`src/hdl/bevq_pkg.sv`:
```
// Shared types and constants for the button event qualifier.
// No dependencies; used by bevq_step and the top level.
`default_nettype none

package bevq_pkg;

  localparam int unsigned WORD_W  = 16;
  localparam int unsigned INDEX_W = 4;
  localparam int unsigned COUNT_W = 16;
  localparam int unsigned TICK_W  = 10;
  localparam int unsigned MS_W    = 26;
  localparam int unsigned HOLD_W  = 4;   // covers -2 up to the largest hold-off of 7
  localparam int unsigned CFG_W   = 2;

  typedef logic signed [HOLD_W-1:0] hold_t;

  localparam hold_t HOLD_FLOOR = -4'sd2;

  typedef enum logic [1:0] {
    EV_NONE     = 2'd0,
    EV_DOWN     = 2'd1,
    EV_PRESSING = 2'd2,
    EV_UP       = 2'd3
  } event_e;

  typedef enum logic [CFG_W-1:0] {
    CFG_ENABLED    = 2'd0,
    CFG_ACTIVE_LOW = 2'd1,
    CFG_TICK_MS    = 2'd2
  } cfg_index_e;

  // Outcome of one button visit
  typedef struct packed {
    hold_t              hold;
    logic               armed;
    logic [COUNT_W-1:0] count;
    event_e             ev;
    logic               scale;        // held time must be recomputed
    logic [COUNT_W-1:0] scale_count;  // count used for the held time
  } step_t;

endpackage

`default_nettype wire

```
`src/hdl/button_event_qualifier.sv`:
```
// Button event qualifier top level: sequencer, per-button state, shared update unit.
// Depends on bevq_pkg and bevq_step.
//
// Usage: one beat on the s_axis channel carries one tick's raw button word.
// The block then walks button positions 0..BUTTONS-1 and, for each enabled
// one, sends one beat on m_axis: index, event (none/down/pressing/up) and
// held time in ms; tlast marks the highest enabled button of the tick.
// A tick with no enabled button gives no output beat.
// Each position visited passes ST_VISIT (the walk stops after the highest
// enabled button); each enabled button then passes ST_EMIT to load the output
// register, with ST_SCALE before it where the held time is rescaled through
// the single 16x10 multiplier. The next beat is taken in ST_IDLE, and
// s_axis_tready is low in every other state.
// The output register stalls the walk while its beat is not taken, so a
// low m_axis_tready simply pauses the block; nothing is lost.
// Configuration writes (enabled mask, active-low mask, tick_ms) are always
// accepted and must be issued only while idle.
// Reset clears all button state, the masks, and sets tick_ms to 1.
`default_nettype none

module button_event_qualifier #(
  parameter int unsigned BUTTONS       = 16,
  parameter int unsigned HOLDOFF_TICKS = 3
) (
  input  wire logic                          clk_i,
  input  wire logic                          rst_ni,
  // config write channel
  input  wire logic                          cfg_valid_i,
  output      logic                          cfg_ready_o,
  input  wire logic [bevq_pkg::CFG_W-1:0]    cfg_index_i,
  input  wire logic [bevq_pkg::WORD_W-1:0]   cfg_data_i,
  // input stream
  input  wire logic                          s_axis_tvalid_i,
  output      logic                          s_axis_tready_o,
  input  wire logic [15:0]                   s_axis_tdata_i,  // [15:0] buttons_word
  // output stream
  output      logic                          m_axis_tvalid_o,
  input  wire logic                          m_axis_tready_i,
  output      logic [31:0]                   m_axis_tdata_o,  // [3:0] button_index,
                                                              // [5:4] event_res,
                                                              // [31:6] press_ms
  output      logic                          m_axis_tlast_o   // last
);

  localparam int unsigned IW = (BUTTONS > 1) ? $clog2(BUTTONS) : 1;
  localparam logic [bevq_pkg::WORD_W-1:0] LIVE_MASK =
    {bevq_pkg::WORD_W{1'b1}} >> (bevq_pkg::WORD_W - BUTTONS);
  localparam logic [IW-1:0] LAST_IDX = IW'(BUTTONS - 1);

  localparam logic [1:0] ST_IDLE  = 2'd0;
  localparam logic [1:0] ST_VISIT = 2'd1;
  localparam logic [1:0] ST_SCALE = 2'd2;
  localparam logic [1:0] ST_EMIT  = 2'd3;

  logic [1:0]                          state_q, state_d;
  logic [IW-1:0]                       idx_q, idx_d;
  logic [bevq_pkg::WORD_W-1:0]         word_q;
  logic [bevq_pkg::WORD_W-1:0]         enabled_q, active_low_q;
  logic [bevq_pkg::TICK_W-1:0]         tick_q;
  bevq_pkg::event_e                    ev_q;
  logic [bevq_pkg::COUNT_W-1:0]        mul_op_q;

  bevq_pkg::hold_t                     hold_q  [BUTTONS];
  logic                                armed_q [BUTTONS];
  logic [bevq_pkg::COUNT_W-1:0]        count_q [BUTTONS];
  logic [bevq_pkg::MS_W-1:0]           held_q  [BUTTONS];

  logic                                out_valid_q;
  logic [bevq_pkg::INDEX_W-1:0]        out_index_q;
  bevq_pkg::event_e                    out_ev_q;
  logic [bevq_pkg::MS_W-1:0]           out_ms_q;
  logic                                out_last_q;

  logic [bevq_pkg::WORD_W-1:0]         live;
  logic                                in_beat, out_free, cur_live, cur_key, cur_last;
  logic                                visit_en, scale_en, emit_en;
  bevq_pkg::step_t                     step;
  logic [bevq_pkg::MS_W-1:0]           product;

  assign live      = enabled_q & LIVE_MASK;
  assign in_beat   = s_axis_tvalid_i && s_axis_tready_o;
  assign out_free  = !out_valid_q || m_axis_tready_i;
  assign cur_live  = live[idx_q];
  assign cur_key   = word_q[idx_q] ^ active_low_q[idx_q];
  // nothing enabled above the current position
  assign cur_last  = ((live >> idx_q) >> 1) == '0;

  assign visit_en  = (state_q == ST_VISIT) && cur_live;
  assign scale_en  = (state_q == ST_SCALE);
  assign emit_en   = (state_q == ST_EMIT) && out_free;

  assign product   = bevq_pkg::MS_W'(mul_op_q * tick_q);

  bevq_step #(
    .HOLDOFF_TICKS(HOLDOFF_TICKS)
  ) u_step (
    .key_i  (cur_key),
    .hold_i (hold_q[idx_q]),
    .armed_i(armed_q[idx_q]),
    .count_i(count_q[idx_q]),
    .res_o  (step)
  );

  always_comb begin
    state_d = state_q;
    idx_d   = idx_q;
    case (state_q)
      ST_IDLE: begin
        if (in_beat) begin
          state_d = ST_VISIT;
          idx_d   = '0;
        end
      end
      ST_VISIT: begin
        if (cur_live) begin
          state_d = step.scale ? ST_SCALE : ST_EMIT;
        end else if (idx_q == LAST_IDX) begin
          state_d = ST_IDLE;
        end else begin
          idx_d = idx_q + 1'b1;
        end
      end
      ST_SCALE: begin
        state_d = ST_EMIT;
      end
      ST_EMIT: begin
        if (out_free) begin
          if (cur_last || (idx_q == LAST_IDX)) begin
            state_d = ST_IDLE;
          end else begin
            state_d = ST_VISIT;
            idx_d   = idx_q + 1'b1;
          end
        end
      end
      default: begin
        state_d = ST_IDLE;
      end
    endcase
  end

  always_ff @(posedge clk_i or negedge rst_ni) begin
    if (!rst_ni) begin
      state_q      <= ST_IDLE;
      idx_q        <= '0;
      enabled_q    <= '0;
      active_low_q <= '0;
      tick_q       <= bevq_pkg::TICK_W'(1);
      out_valid_q  <= 1'b0;
      for (int i = 0; i < BUTTONS; i++) begin
        hold_q[i]  <= '0;
        armed_q[i] <= 1'b0;
        count_q[i] <= '0;
        held_q[i]  <= '0;
      end
    end else begin
      state_q <= state_d;
      idx_q   <= idx_d;
      if (cfg_valid_i && cfg_ready_o) begin
        case (cfg_index_i)
          bevq_pkg::CFG_ENABLED:    enabled_q    <= cfg_data_i;
          bevq_pkg::CFG_ACTIVE_LOW: active_low_q <= cfg_data_i;
          bevq_pkg::CFG_TICK_MS:    tick_q       <= cfg_data_i[bevq_pkg::TICK_W-1:0];
          default: ;
        endcase
      end
      if (visit_en) begin
        hold_q[idx_q]  <= step.hold;
        armed_q[idx_q] <= step.armed;
        count_q[idx_q] <= step.count;
      end
      if (scale_en) begin
        held_q[idx_q] <= product;
      end
      if (emit_en) begin
        out_valid_q <= 1'b1;
      end else if (m_axis_tready_i) begin
        out_valid_q <= 1'b0;
      end
    end
  end

  // payload registers
  always_ff @(posedge clk_i) begin
    if (in_beat) begin
      word_q <= s_axis_tdata_i;
    end
    if (visit_en) begin
      ev_q     <= step.ev;
      mul_op_q <= step.scale_count;
    end
    if (emit_en) begin
      out_index_q <= bevq_pkg::INDEX_W'(idx_q);
      out_ev_q    <= ev_q;
      out_ms_q    <= held_q[idx_q];
      out_last_q  <= cur_last;
    end
  end

  assign cfg_ready_o     = 1'b1;
  assign s_axis_tready_o = (state_q == ST_IDLE);
  assign m_axis_tvalid_o = out_valid_q;
  assign m_axis_tdata_o  = {out_ms_q, out_ev_q, out_index_q};
  assign m_axis_tlast_o  = out_last_q;

endmodule

`default_nettype wire

```
`src/hdl/bevq_step.sv`:
```
// Per-button update unit, shared by all buttons under the top-level sequencer.
// Depends on bevq_pkg.
`default_nettype none

module bevq_step #(
  parameter int unsigned HOLDOFF_TICKS = 3
) (
  input  wire logic                          key_i,
  input  wire bevq_pkg::hold_t               hold_i,
  input  wire logic                          armed_i,
  input  wire logic [bevq_pkg::COUNT_W-1:0]  count_i,
  output bevq_pkg::step_t                    res_o
);

  logic                          idle_press;
  bevq_pkg::hold_t               hold_dec;
  logic [bevq_pkg::COUNT_W-1:0]  count_inc;

  assign idle_press = key_i && (count_i == '0);
  assign hold_dec   = (idle_press && (hold_i > bevq_pkg::HOLD_FLOOR))
                      ? bevq_pkg::hold_t'(hold_i - bevq_pkg::hold_t'(1)) : hold_i;
  assign count_inc  = (count_i != '1) ? count_i + 1'b1 : count_i;

  always_comb begin
    res_o             = '0;
    res_o.hold        = hold_dec;
    res_o.armed       = armed_i;
    res_o.count       = count_i;
    res_o.ev          = bevq_pkg::EV_NONE;
    res_o.scale       = 1'b0;
    res_o.scale_count = count_inc;
    if (idle_press && (hold_dec <= bevq_pkg::hold_t'(0))) begin
      if (armed_i) begin
        res_o.ev    = bevq_pkg::EV_DOWN;
        res_o.count = bevq_pkg::COUNT_W'(1);
      end else begin
        res_o.armed = 1'b1;
      end
    end else begin
      if (count_i != '0) begin
        res_o.ev    = bevq_pkg::EV_PRESSING;
        res_o.count = count_inc;
        res_o.scale = 1'b1;
      end
      // release after down: held time still takes the final count
      if (!key_i && (count_i != '0)) begin
        res_o.ev    = bevq_pkg::EV_UP;
        res_o.count = '0;
        res_o.hold  = bevq_pkg::hold_t'(HOLDOFF_TICKS);
        res_o.armed = 1'b0;
      end
    end
  end

endmodule

`default_nettype wire

```
`config.mk`:
```
export PLATFORM = sky130hd
export DESIGN_NAME = button_event_qualifier
export DESIGN_NICKNAME = d
export VERILOG_FILES = /design/src/hdl/bevq_pkg.sv /design/src/hdl/button_event_qualifier.sv /design/src/hdl/bevq_step.sv
export SDC_FILE = /design/constraint.sdc
export NUM_CORES = 2
export LEC_CHECK = 0
export ABC_CLOCK_PERIOD_IN_PS = 17540
export BUFFER_PORTS_ARGS = -buffer_cell sky130_fd_sc_hd__buf_2
export CAP_MARGIN = 20
export CELL_PAD_IN_SITES_DETAIL_PLACEMENT = 2
export CELL_PAD_IN_SITES_GLOBAL_PLACEMENT = 2
export CORE_MARGIN = 2
export CORE_UTILIZATION = 47
export DETAILED_ROUTE_END_ITERATION = 8
export GPL_TIMING_DRIVEN = 0
export PLACE_DENSITY_LB_ADDON = 0.1
export SLEW_MARGIN = 5
export SYNTH_ARGS = -nofsm -noshare
export SYNTH_HDL_FRONTEND = slang
export SYNTH_SLANG_ARGS = --single-unit
```
`constraint.sdc`:
```
create_clock -name clk_i -period 17.54 [get_ports clk_i]
set_input_delay 4.385 -clock clk_i [delete_from_list [all_inputs] [get_ports clk_i]]
set_output_delay 4.385 -clock clk_i [all_outputs]
set_load 0.05 [all_outputs]
```
==> impl_metrics.tcl <==
set metrics [dict create \
    status "complete, no violations" \
    antenna_found_initial 2 \
    fin_util_pct 53.2 \
    synth_edf_count 67 \
    cts_hold_buf 0 \
    nNetsFinal 4369 \
    ys_warn_count 0 \
    clock_sinks 868 \
    num_rows 113 \
    ff2ff_setup_slack_ns 9.67 \
    start_util_pct 47.3 \
    place.gp.congestion 0.861 \
    io_pins 75 \
    fillCellCount 9281 \
    grt_pass1_wl_um 263000 \
    synth_area_mm2 0.0448 \
    synth_cell_types 80 \
    finalCritPeriodShare_pct 44.8 \
    layout-drive-gt1-share_pct 19.4 \
    ant_nets 0 \
    cts_tree "yes" \
    clock_skew_ns 0.0280 \
    cts_buffers 95 \
    synthArstFlopShare_pct 92.3 \
    start_kind "register" \
    place_inst 5310 \
    slew_violations 0 \
    max_clock_freq_mhz 127 \
    die_area_mm2 0.0977 \
    wl_per_cell_um 31.8 \
    cp-end-kind "register" \
    final_hold_viol_count 0 \
    h-tree-depth 3 \
    drc 0 \
    syn_area_per_cell_um2 11.3 \
    vias_per_cell 6.22 \
    synth-seq-cells 868 \
    routed_wl_um 175000 \
    arrival_ns 8.49 \
    required_ns 18.17 \
    synth-seq-area-share_pct 49.3 \
    max_slew_margin_pct 18.3 \
    cts_setup_buffers 0 \
    rsz0062_at_grt "false" \
    yosysTopAreaCell "dfrtp_1" \
    critPathMaxFanout 10 \
    synth_cells 3949 \
    max-cap-violations 0 \
    layout_common_cells "nand2_1, dfrtp_1, o21ai_0" \
    port_buffers 73 \
    ys.flop_type "dfrtp_1" \
    hold_ws_ns 0.476 \
    worst_pin_slew_ns 1.22 \
    grt_pass1_vias 39400 \
    ys_top_cells_by_area "dfrtp_1, mux4_2, nand2_1" \
    syn_to_final_growth_pct 12.6 \
    cts_resized 0 \
    path_class "reg2reg" \
    overflow 0 \
    first_pass_iters 6 \
    core_area_mm2 0.0947 \
    cts_root_buffer "clkbuf_16" \
    syn_nets 4167 \
    drt_iter0_drc 2453 \
    post_layout_nonfiller_instances 5495 \
    fp.dieW_um 313 \
    dieHeight_um 313 \
    hold_class "reg2reg" \
    setup_viol 0 \
    synth_top_area_share_pct 44.7 \
    timing.final.crit_period_ns 7.87 \
    insertion_delay_ns 0.70 \
    grt_usage_pct 36.4 \
    ctsLongestPathBuffers 3 \
    cts.clk_slew.worst_paths_ns 0.06 \
    vias 34200 \
    mostFrequentLayoutCell "nand2_1" \
    dpl.hpwl_um 120000 \
    grt_max_degree 113 \
]
==> Yosys cell counts (18+ instances only) <==
cell type and count:
ha_1 69, clkbuf_1 218, a31oi_1 25, mux4_2 222
dfrtp_1 800, buf_1 25, o21ai_0 352, mux2i_1 18
nor3_1 44, o31ai_1 32, a21oi_1 52, nor2_1 109
or3_1 21, inv_1 131, a22oi_1 34, mux2_2 275
fa_1 110, nand3_1 57, edfxtp_1 67, and2_1 89
nand2_1 935, buf_2 39
==> flip-flops by register name, indices dropped and copies added (netlist names), named ones only <==
signal / cells
state_q: 1
armed_q: 16
held_q: 416
word_q: 16
out_ev_q: 2
out_ms_q: 26
idx_q: 4
tick_q: 10
hold_q: 64
m_axis_tvalid_o: 1
count_q: 256
out_index_q: 4
mul_op_q: 16
ev_q: 2
m_axis_tlast_o: 1
enabled_q: 16
active_low_q: 16
==> stage by stage <==
| step | setup WS [ns] | TNS (ns) | instance area [um^2] |
|---|---|---|---|
| finish | 9.67 | 0 | 50400 |
| floorplan | 11.24 | 0 | 44800 |
| CTS | 9.64 | 0 | 50300 |
| global placement | -6.02 | -4710.78 | 46700 |
| global route | 9.29 | 0 | 50400 |
| detailed placement | 9.81 | 0 | 47200 |
==> cell families (layout without fill, tap and decap cells) <==
family,after synthesis,in the layout,share of synthesized area [%]
DFF,868,868,49.3
xor gates and xnor gates,32,32,0.643
muxes,522,522,18.9
and+or+nand+nor,1329,1329,12.6
adders and majority gates,179,179,6.85
AOI/OAI and AO/OA,586,586,7.74
buffers and inverters,432,710,4.00
other,1,4,0.00838
==> routing by layer <==
metal,vias up,global-route usage [%],wire (um)
met5,-,0,0
met4,0,17.9,9800
met1,18500,44.6,68800
met3,485,4.24,7070
li1,14100,-,-
met2,1079,63.9,89300
==> critical path, stage by stage, from the launching register on <==
cell and delay [ns]:
dfrtp_1 0.33, clkbuf_1 0.45, clkbuf_1 0.55, nand2_1 0.15, fa_1 0.52, inv_1 0.05
fa_1 0.50, inv_1 0.05, fa_1 0.53, inv_1 0.05, fa_1 0.51, inv_1 0.06
fa_1 0.43, inv_1 0.07, ha_1 0.24, nor3_1 0.11, o21a_1 0.12, o311ai_0 0.71
nand3_1 0.28, a31oi_1 0.41, xor2_1 0.93, clkbuf_1 0.52, nand2_1 0.13, nand2_1 0.09
==> worst paths after layout <==
kind,startpoint,endpoint,cells past startpoint
worst max-delay path,tick_q[3],held_q[386],23
worst min-delay path,count_q[159],count_q[159],2
max in group asynchronous,rst_ni,count_q[193],4
worst max register to register,tick_q[3],held_q[386],23
min in group asynchronous,rst_ni,tick_q[2],1
worst min register to register,count_q[159],count_q[159],2
==> area by class of cell <==
class	count	area [um^2]	area share [%]
antenna	3	7.51	0.0149
clock inverter	31	354	0.703
multi-input combinational	2649	20900	41.5
buffer	301	1300	2.58
inverter	131	492	0.976
tap	1265	1580	3.14
sequential	868	22100	43.8
timing repair buffer	105	900	1.79
clock buffer	142	2770	5.49
Power is not shown: default switching activity piles up to over one toggle a cycle in this logic, so the estimate is an artifact.
